$ cat src/rtl/tspdcm_pkg.sv
// types and constants of the pid demux channel monitor
// no dependencies; used by the cell and the top level
package tspdcm_pkg;

    // item modes
    typedef enum logic [1:0] {
        MODE_PACKET = 2'd0,
        MODE_TICK   = 2'd1,
        MODE_TABLE  = 2'd2,
        MODE_NONE   = 2'd3
    } t_mode;

    // control states of the top level
    typedef enum logic [1:0] {
        ST_IDLE,
        ST_RUN,
        ST_HOLD
    } t_state;

    // configuration register indexes
    localparam logic [1:0] REG_CHANNEL_COUNT = 2'd0;
    localparam logic [1:0] REG_LIVE_THRESH   = 2'd1;
    localparam logic [1:0] REG_IDLE_TIMEOUT  = 2'd2;
    localparam logic [1:0] REG_PKT_PER_DGRAM = 2'd3;

    // shared pids and limits
    localparam logic [12:0] PID_PAT   = 13'd0;
    localparam logic [12:0] PID_EIT   = 13'd18;
    localparam logic [15:0] COUNT_MAX = 16'hffff;
    localparam int          MASK_W    = 8;

    // configuration seen by every cell
    typedef struct packed {
        logic [3:0]  channel_count;
        logic [15:0] live_threshold;
        logic [8:0]  pkt_per_dgram;
    } t_cfg;

    // item and partial result handed from cell to cell
    typedef struct packed {
        logic              go;
        t_mode             mode;
        logic [12:0]       pid;
        logic [2:0]        tch;
        logic [2:0]        tslot;
        logic              tvalid;
        logic              any_up;
        logic [MASK_W-1:0] dest;
        logic [MASK_W-1:0] flush;
        logic [MASK_W-1:0] up;
    } t_link;

endpackage

$ cat src/rtl/tspdcm_cell.sv
// one channel cell: pid slots, packet count, buffer fill and up flag
// depends on tspdcm_pkg; chained by the top level
module tspdcm_cell
    import tspdcm_pkg::*;
#(
    parameter int SLOTS = 8,
    parameter int IDX   = 0
) (
    input  logic  i_clk,
    input  logic  i_rst_n,
    input  t_cfg  i_cfg,
    input  t_link i_link,
    output t_link o_link
);

    localparam bit         IN_MASK = (IDX < MASK_W);
    localparam logic [2:0] BIT_POS = 3'(IDX % MASK_W);

    logic [12:0]      r_slot_pid [SLOTS];
    logic [12:0]      n_slot_pid [SLOTS];
    logic [SLOTS-1:0] r_slot_ok, n_slot_ok;
    logic [15:0]      r_count, n_count;
    logic [8:0]       r_fill, n_fill;
    logic             r_up, n_up;
    logic             r_go;
    t_link            r_link, n_link;

    logic       w_active;
    logic       w_hit;
    logic       w_shared;
    logic       w_route;
    logic [8:0] w_limit;
    logic [8:0] w_fill_inc;

    // slot match, one comparator per slot
    always_comb begin
        w_hit = 1'b0;
        for (int s = 0; s < SLOTS; s++) begin
            if (r_slot_ok[s] && (r_slot_pid[s] == i_link.pid)) begin
                w_hit = 1'b1;
            end
        end
    end

    assign w_active   = (int'(i_cfg.channel_count) > IDX);
    assign w_shared   = (i_link.pid == PID_PAT) || (i_link.pid == PID_EIT);
    assign w_route    = i_link.go && (i_link.mode == MODE_PACKET) && w_active
                        && (w_shared || w_hit);
    assign w_limit    = (i_cfg.pkt_per_dgram == 9'd0) ? 9'd1 : i_cfg.pkt_per_dgram;
    assign w_fill_inc = r_fill + 9'd1;

    // channel state update and partial result
    always_comb begin
        n_slot_pid = r_slot_pid;
        n_slot_ok  = r_slot_ok;
        n_count    = r_count;
        n_fill     = r_fill;
        n_up       = r_up;
        n_link     = i_link;

        // packet routing, counting and datagram fill
        if (w_route) begin
            if (!w_shared && (r_count != COUNT_MAX)) begin
                n_count = r_count + 16'd1;
            end
            if (IN_MASK) begin
                n_link.dest[BIT_POS] = 1'b1;
            end
            if (w_fill_inc >= w_limit) begin
                n_fill = 9'd0;
                if (IN_MASK) begin
                    n_link.flush[BIT_POS] = 1'b1;
                end
            end else begin
                n_fill = w_fill_inc;
            end
        end

        // tick: judge liveness, restart the interval count
        if (i_link.go && (i_link.mode == MODE_TICK)) begin
            if (w_active) begin
                n_up = (r_count >= i_cfg.live_threshold);
            end
            n_count = 16'd0;
        end

        // table write into this channel's slots
        if (i_link.go && (i_link.mode == MODE_TABLE) && (int'(i_link.tch) == IDX)) begin
            for (int s = 0; s < SLOTS; s++) begin
                if (int'(i_link.tslot) == s) begin
                    n_slot_pid[s] = i_link.pid;
                    n_slot_ok[s]  = i_link.tvalid;
                end
            end
        end

        // liveness summary for the rest of the chain
        if (i_link.go && (i_link.mode == MODE_TICK) && w_active && n_up) begin
            n_link.any_up = 1'b1;
        end
        if (IN_MASK) begin
            n_link.up[BIT_POS] = w_active && n_up;
        end
    end

    // control state
    always_ff @(posedge i_clk) begin
        if (!i_rst_n) begin
            r_slot_ok <= '0;
            r_count   <= 16'd0;
            r_fill    <= 9'd0;
            r_up      <= 1'b1;
            r_go      <= 1'b0;
        end else begin
            r_slot_ok <= n_slot_ok;
            r_count   <= n_count;
            r_fill    <= n_fill;
            r_up      <= n_up;
            r_go      <= n_link.go;
        end
    end

    // payload registers
    always_ff @(posedge i_clk) begin
        r_slot_pid <= n_slot_pid;
        r_link     <= n_link;
    end

    always_comb begin
        o_link    = r_link;
        o_link.go = r_go;
    end

endmodule

$ cat src/rtl/ts_pid_demux_channel_monitor.sv
// top level of the transport stream pid demux with channel liveness monitor
// depends on tspdcm_pkg and tspdcm_cell
//
// usage: items enter on i_in_valid / o_in_ready with a mode: packet header
// (route by pid), timer tick (liveness and stop), or table write (load a
// pid slot). every item gives one result on o_out_valid / i_out_ready:
// destination mask, flush mask, up mask and the sticky stop flag.
// the item walks a row of CHANNELS cells, one cell per cycle; each cell
// owns one channel's slots and counters and adds its bit to the masks.
// the block takes no new item until the last has walked the whole cell row
// and its result has left the holding register. a new item is taken while
// a finished result still waits at the output; when the receiver stalls,
// the next result waits in a holding register and the block takes no
// further item until the output frees. reset: all slots invalid, counts
// and fills zero, every channel up, stop clear, configuration at its
// defaults. configuration writes on i_cfg_we take effect at once; the user
// makes them only while the block is idle, the block does not enforce it.
module ts_pid_demux_channel_monitor
    import tspdcm_pkg::*;
#(
    parameter int CHANNELS          = 8,
    parameter int SLOTS_PER_CHANNEL = 8
) (
    input  logic        i_clk,
    input  logic        i_rst_n,
    // configuration
    input  logic        i_cfg_we,
    input  logic [1:0]  i_cfg_index,
    input  logic [15:0] i_cfg_data,
    // item input
    input  logic        i_in_valid,
    output logic        o_in_ready,
    input  logic [1:0]  i_mode,
    input  logic [12:0] i_packet_pid,
    input  logic [31:0] i_now_seconds,
    input  logic [2:0]  i_table_channel,
    input  logic [2:0]  i_table_slot,
    input  logic        i_table_valid,
    // result output
    output logic        o_out_valid,
    input  logic        i_out_ready,
    output logic [7:0]  o_dest_mask,
    output logic [7:0]  o_flush_mask,
    output logic [7:0]  o_up_mask,
    output logic        o_stop
);

    t_state r_state, n_state;
    t_cfg   r_cfg;
    logic [15:0] r_timeout;
    t_link  r_cmd;
    t_link  r_res;
    logic [31:0] r_now;
    logic   r_go;
    logic   r_out_valid;
    logic [7:0] r_dest, r_flush, r_up;
    logic   r_stop, n_stop;
    logic   r_idle_valid, n_idle_valid;
    logic [31:0] r_idle_since, n_idle_since;
    logic [31:0] w_elapsed;
    logic   w_accept;
    logic   w_release;
    t_link  w_link [CHANNELS+1];

    // configuration registers
    always_ff @(posedge i_clk) begin
        if (!i_rst_n) begin
            r_cfg.channel_count  <= 4'd0;
            r_cfg.live_threshold <= 16'd100;
            r_timeout            <= 16'd600;
            r_cfg.pkt_per_dgram  <= 9'd7;
        end else if (i_cfg_we) begin
            unique case (i_cfg_index)
                REG_CHANNEL_COUNT: r_cfg.channel_count  <= i_cfg_data[3:0];
                REG_LIVE_THRESH:   r_cfg.live_threshold <= i_cfg_data;
                REG_IDLE_TIMEOUT:  r_timeout            <= i_cfg_data;
                REG_PKT_PER_DGRAM: r_cfg.pkt_per_dgram  <= i_cfg_data[8:0];
                default: ;
            endcase
        end
    end

    // next state
    always_comb begin
        n_state = r_state;
        unique case (r_state)
            ST_IDLE: if (i_in_valid)            n_state = ST_RUN;
            ST_RUN:  if (w_link[CHANNELS].go)   n_state = ST_HOLD;
            ST_HOLD: if (w_release)             n_state = ST_IDLE;
            default:                            n_state = ST_IDLE;
        endcase
    end

    // state outputs
    always_comb begin
        o_in_ready = 1'b0;
        w_release  = 1'b0;
        unique case (r_state)
            ST_IDLE: o_in_ready = 1'b1;
            ST_RUN:  ;
            ST_HOLD: w_release  = !r_out_valid || i_out_ready;
            default: ;
        endcase
    end

    assign w_accept = i_in_valid && o_in_ready;

    // head of the cell chain
    always_comb begin
        w_link[0]        = r_cmd;
        w_link[0].go     = r_go;
        w_link[0].any_up = 1'b0;
        w_link[0].dest   = '0;
        w_link[0].flush  = '0;
        w_link[0].up     = '0;
    end

    // row of channel cells
    for (genvar g = 0; g < CHANNELS; g++) begin : g_cell
        tspdcm_cell #(
            .SLOTS (SLOTS_PER_CHANNEL),
            .IDX   (g)
        ) u_cell (
            .i_clk   (i_clk),
            .i_rst_n (i_rst_n),
            .i_cfg   (r_cfg),
            .i_link  (w_link[g]),
            .o_link  (w_link[g+1])
        );
    end

    // idle tracking and stop latch, applied as a tick result leaves
    assign w_elapsed = r_now - r_idle_since;

    always_comb begin
        n_idle_valid = r_idle_valid;
        n_idle_since = r_idle_since;
        n_stop       = r_stop;
        if (w_release && (r_res.mode == MODE_TICK)) begin
            if (r_res.any_up) begin
                n_idle_valid = 1'b0;
                n_idle_since = 32'd0;
            end else if (!r_idle_valid) begin
                n_idle_valid = 1'b1;
                n_idle_since = r_now;
            end else if (w_elapsed > {16'd0, r_timeout}) begin
                n_stop = 1'b1;
            end
        end
    end

    // control registers
    always_ff @(posedge i_clk) begin
        if (!i_rst_n) begin
            r_state      <= ST_IDLE;
            r_go         <= 1'b0;
            r_out_valid  <= 1'b0;
            r_stop       <= 1'b0;
            r_idle_valid <= 1'b0;
            r_idle_since <= 32'd0;
        end else begin
            r_state      <= n_state;
            r_go         <= w_accept;
            r_stop       <= n_stop;
            r_idle_valid <= n_idle_valid;
            r_idle_since <= n_idle_since;
            if (w_release) begin
                r_out_valid <= 1'b1;
            end else if (i_out_ready) begin
                r_out_valid <= 1'b0;
            end
        end
    end

    // item capture, chain tail capture and output payload
    always_ff @(posedge i_clk) begin
        if (w_accept) begin
            r_cmd.go     <= 1'b0;
            r_cmd.mode   <= t_mode'(i_mode);
            r_cmd.pid    <= i_packet_pid;
            r_cmd.tch    <= i_table_channel;
            r_cmd.tslot  <= i_table_slot;
            r_cmd.tvalid <= i_table_valid;
            r_cmd.any_up <= 1'b0;
            r_cmd.dest   <= '0;
            r_cmd.flush  <= '0;
            r_cmd.up     <= '0;
            r_now        <= i_now_seconds;
        end
        if ((r_state == ST_RUN) && w_link[CHANNELS].go) begin
            r_res <= w_link[CHANNELS];
        end
        if (w_release) begin
            r_dest  <= r_res.dest;
            r_flush <= r_res.flush;
            r_up    <= r_res.up;
        end
    end

    assign o_out_valid  = r_out_valid;
    assign o_dest_mask  = r_dest;
    assign o_flush_mask = r_flush;
    assign o_up_mask    = r_up;
    assign o_stop       = r_stop;

endmodule

$ cat config.mk
export PLATFORM = sky130hd
export DESIGN_NAME = ts_pid_demux_channel_monitor
export DESIGN_NICKNAME = d
export VERILOG_FILES = /design/src/rtl/tspdcm_pkg.sv /design/src/rtl/tspdcm_cell.sv /design/src/rtl/ts_pid_demux_channel_monitor.sv
export SDC_FILE = /design/constraint.sdc
export NUM_CORES = 2
export LEC_CHECK = 0
export BUFFER_PORTS_ARGS = -buffer_cell sky130_fd_sc_hd__buf_2
export CORE_MARGIN = 2
export CORE_UTILIZATION = 30
export DETAILED_ROUTE_END_ITERATION = 10
export PLACE_DENSITY_LB_ADDON = 0.2
export SYNTH_ARGS = -nofsm -noshare
export SYNTH_HDL_FRONTEND = slang
export SYNTH_HIERARCHICAL = 1
export SYNTH_SLANG_ARGS = --single-unit
$ cat constraint.sdc
create_clock -name i_clk -period 5.2 [get_ports i_clk]
set_input_delay 1.04 -clock i_clk [delete_from_list [all_inputs] [get_ports i_clk]]
set_output_delay 1.04 -clock i_clk [all_outputs]
set_load 0.005 [all_outputs]
# ---- Word level (Yosys, flattened, before mapping)
# Index checks and enable logic that the tools add are counted.
dict set report classes {
  add_sub_neg 17
  n_mul 0
  n_div 0
  order_cmp 25
  eq_ne 169
  shift 0
  mux 110
  n_bitwise 2
  reduce_logical 289
}
# operator count
set op_table {}
lappend op_table {{$eq 13x13->1} 64}
lappend op_table {{$reduce_and 2->1} 77}
lappend op_table {{$logic_and 1x1->1} 147}
lappend op_table {{$add 16x1->16 const B} 8}
lappend op_table {{$ge 16x16->1} 8}
lappend op_table {{$ne 16x16->1 const B} 8}
lappend op_table {{$eq 3x3->1 const B} 36}
lappend op_table {{$eq 13x5->1 const B} 8}
lappend op_table {{$logic_not 13->1} 8}
lappend op_table {{$mux 1} 95}
lappend op_table {{$mux 9} 9}
lappend op_table {{$add 9x1->9 const B} 8}
lappend op_table {{$ge 9x9->1} 8}
lappend op_table {{$mux 32} 2}
lappend op_table {{$eq 3x2->1 const B} 18}
lappend op_table {{$gt 32x16->1} 1}
lappend op_table {{$sub 32x32->32} 1}
lappend op_table {{$eq 3x1->1 const B} 9}
lappend op_table {{$logic_not 3->1} 9}
lappend op_table {{$eq 2x1->1 const B} 11}
lappend op_table {{$eq 2x2->1 const B} 11}
lappend op_table {{$logic_not 2->1} 10}
lappend op_table {{$logic_or 1x1->1} 17}
lappend op_table {{$gt 4x3->1 const B} 4}
lappend op_table {{13 further kinds} 35}
dict set report word_totals {
  reg_bits 1572
  latchBits 0
  mem_bits_rw 0
  mem_bits_ro 0
  memories 0
}

# ---- Logic depth before layout (Yosys ltp)
dict set report logic_depth {
  ltp_word 13
  mapped_depth 17
  ltp_nobuf 17
}

# ---- Hierarchy
# Netlist, hierarchy kept.
# mod n_inst cells_each area_per_inst_um2 seq_area_each_um2
set by_module_without_submodules {}
lappend by_module_without_submodules {ts_pid_demux_channel_monitor 1 816 8713.4 4814.6}
lappend by_module_without_submodules {{tspdcm_cell at g_cell[0].u_cell} 1 645 8064.0 4764.6}
lappend by_module_without_submodules {{tspdcm_cell at g_cell[5].u_cell} 1 656 8042.7 4764.6}
lappend by_module_without_submodules {{tspdcm_cell at g_cell[1].u_cell} 1 646 8002.7 4764.6}
lappend by_module_without_submodules {{tspdcm_cell at g_cell[4].u_cell} 1 644 7995.2 4764.6}
lappend by_module_without_submodules {{tspdcm_cell at g_cell[2].u_cell} 1 637 7930.1 4764.6}
lappend by_module_without_submodules {{tspdcm_cell at g_cell[6].u_cell} 1 629 7901.3 4764.6}
lappend by_module_without_submodules {{tspdcm_cell at g_cell[3].u_cell} 1 637 7888.8 4764.6}
lappend by_module_without_submodules {{tspdcm_cell at g_cell[7].u_cell} 1 632 7873.8 4764.6}

# ---- Least setup slack after synthesis
# Ideal clock, no wire load.
dict set report synth_timing {
  path_type {register -> register}
  start {reg r_now[4]}
  end {reg r_stop (netlist: o_stop)}
  setup_time_ns 0.131
  arrival_time_ns 3.430
  required_ns 5.069
  path_slack_ns 1.639
  path_stages_with_launch 17
  period_less_slack_ns 3.561
  cell_sequence {edfxtp_1 -> ha_1 -> a21o_1 -> nand2b_1 -> o21ai_0 -> o21ai_0 -> a31oi_1 -> o21ai_0 -> xor2_1 -> ha_1 -> nand4_1 -> a2111oi_0 -> a211oi_1 -> a21oi_1 -> or4_1 -> nor4_2 -> a31oi_1}
}
dict set report synth_between {
  elab_chain_len 3
}
# item line
set synth_rtl {}
lappend synth_rtl {{start: declaration} ts_pid_demux_channel_monitor.sv:53} ;# logic [31:0] r_now;
lappend synth_rtl {{start signal: assignment} ts_pid_demux_channel_monitor.sv:188} ;# r_now <= i_now_seconds;
lappend synth_rtl {{$sub 32x32->32} ts_pid_demux_channel_monitor.sv:133} ;# assign w_elapsed = r_now - r_idle_since;
lappend synth_rtl {{$gt 32x16->1} ts_pid_demux_channel_monitor.sv:146} ;# end else if (w_elapsed > {16'd0, r_timeout}) begin
lappend synth_rtl {{$reduce_and 4->1 (no source line)} -}
lappend synth_rtl {{end signal: assignment} ts_pid_demux_channel_monitor.sv:164} ;# r_stop <= n_stop;
lappend synth_rtl {{end: declaration} ts_pid_demux_channel_monitor.sv:57} ;# logic r_stop, n_stop;
# Every way passes these cells.
# A chain may end at the register's enable or synchronous reset.

# ---- Worst setup path after layout
dict set report layout_timing {
  start {reg r_now[6]}
  end {reg r_stop (netlist: o_stop)}
}
# The elaborated chain is that of the path after synthesis.

==> key figures <==
Final layout
  – Finished Cell Area: 81,300 sq um
  – Synth-to-layout area growth: 13.7%
  – Most common cell after layout, fill and taps aside: edfxtp_1
  – Layout cells sized above 1: 0.0952
  – Final instance count without filler cells: 9,369
  – Nets@finish: 6,390
  – Most frequent cells in the layout: edfxtp_1 (937), xnor2_1 (845), dfxtp_1 (691)

Floorplanning
  – Core area: 237,000 sq um
  – Effective utilization at floorplan: 0.301
  – Site row count: 179
  – Chip width: 492 microns
  – IO Pins: 104
  – Die H: 492 microns
  – Die area: 242,000 sq um

STA
  – Max Freq: 0.244 GHz
  – Max-slew violation count: 0
  – Setup Viol. Count Final: 0
  – Min Clock Period, post-route: 4.10 ns
  – Unrepaired setup endpoints after global routing: no
  – Final hold vios: 0
  – Setup TNS: 0 ns
  – Period utilization: 0.789
  – Slew headroom: 0.133
  – Least-Margin Pin Slew: 1.29 ns
  – Final clock skew: 0.0482 ns

Place
  – Placed Cells: 9,041
  – Gp weighted congestion: 0.802
  – Port bufs: 103
  – Cell area after placement: 75,400 sq um
  – HPWL after DPL: 114 mm

Clocking
  – Worst-path clk slew: 0.06 ns
  – Number of setup buffers added after CTS: 0
  – CTS H-tree depth: 4
  – CTS root buf: clkbuf_16
  – CTS max path bufs: 3
  – CTS tree: done
  – Clock Latency Late Sink: 0.83 ns
  – Post-cts resize count: 0
  – Clock sink total: 1,628
  – Hold-fix buffers, CTS: 0
  – CTS Buf Count: 173

Pwr
  – Combinational power share: 0.041
  – Switch share: 0.228
  – Peak supply drop: 253 uV
  – Internal power: 21.6 mW
  – Leakage: 27.4 nW
  – Seq pwr share: 0.507
  – Net switching power: 6.37 mW
  – Clock power share: 0.452
  – Power Dens Cells: 344 nW/um^2
  – Total power: 28.0 mW

Synth
  – Mapped Cells: 5,894
  – Syn avg cell area: 12.1 sq um
  – Synth warn: 6
  – Post-Syn Area: 71,500 sq um

Critical path
  – Worst EP required: 5.89 ns
  – Crit Path Category: reg -> reg
  – WP data arrival: 4.79 ns
  – Max FO, Critical Path: 5
  – Critical Path Sink Type: flip-flop
  – CP startpoint kind: flip-flop

GRT
  – Vias in the first global route: 43,800
  – Antenna violations before repair: 4
  – GRT Resource Usage Total: 0.141
  – Pin count of the biggest net entering global routing: 113
  – Gr ovfl total: 0
  – First-pass GRT wire length: 268 mm

Route
  – DR DRC count: 0
  – Initial DRC count: 2,910
  – Routed vias/inst: 4.74
  – Vias: 44,400
  – ANT nets after route: 0
  – Drt first pass iters: 5
  – Avg WL per Cell: 18.4 microns
  – Post-Route WL: 173 mm

Run status
  – Status: finished clean

Min path
  – Type of the most critical hold path: reg -> reg

Flow run
  – Max-cap check violation count: 0
-- area by class of cell --
class	instances	area (sq um)
antenna	4	10.0
clock buffer	247	4900
clock inverter	77	998
fill	23500	156000
inverter	278	1040
multi-input combinational	3748	26900
sequential	1628	42000
tap	3167	3960
timing repair buffer	220	1430
-- layer usage --
layer  part of all wire  up-vias  global-route usage
li1                   -    21700                   -
met2               0.47      652               0.231
met1               0.48    21800               0.194
met3              0.035      228              0.0213
met5                  0        -                   0
met4              0.021        0              0.0351
-- worst max-delay path: stages, from the launching register on --
cell	delay (ns)
edfxtp_1	0.38
ha_1	0.38
a21oi_1	0.26
nand2b_1	0.10
o21ai_0	0.29
o21ai_0	0.22
a31oi_1	0.29
o21ai_0	0.16
xor2_1	0.16
ha_1	0.30
nand4_1	0.15
nor4_1	0.35
a21oi_1	0.13
or4_1	0.54
nor4_2	0.15
a31oi_1	0.11
-- power by group through the flow --
stage                     registers (mW)  clock network, mW  logic (mW)
after floorplan                     14.2                  0       0.944
after global placement              14.5                  0        1.15
after detailed placement            14.5                  0        1.15
after CTS                           14.2               13.1        1.16
after global routing                14.2               13.6        1.28
final                               14.2               12.6        1.15
-- final timing paths --
kind	startpoint	to	slack, ns	cells after the start
worst min register to register	g_cell[1].u_cell/o_link[11]	g_cell[2].u_cell/o_link[11]	0.30	0
worst min-delay path	g_cell[1].u_cell/o_link[11]	g_cell[2].u_cell/o_link[11]	0.30	0
worst max register to register	r_now[6]	o_stop	1.10	15
worst max-delay path	r_now[6]	o_stop	1.10	15
-- flip-flops by register name, summed over array words and instances (netlist names), 16 cells and up --
signal,flops
g_cell.u_cell/r_count,128
r_timeout,16
g_cell.u_cell/r_slot_ok,64
r_now,32
r_idle_since,32
g_cell.u_cell/o_link,328
g_cell.u_cell/r_fill,72
r_res,27
g_cell.u_cell/r_slot_pid,832
r_cmd,22
r_cfg,29
-- stage by stage --
stage	util	setup WS, ns	hold slack [ns]
finish	0.342	1.10	0.304
global route	0.342	0.696	0.308
CTS	0.342	1.12	0.301
detailed placement	0.317	1.16	0.312
global placement	0.317	1.19	0.310
floorplan	-	1.64	0.310
(Power assumes the default switching activity.)
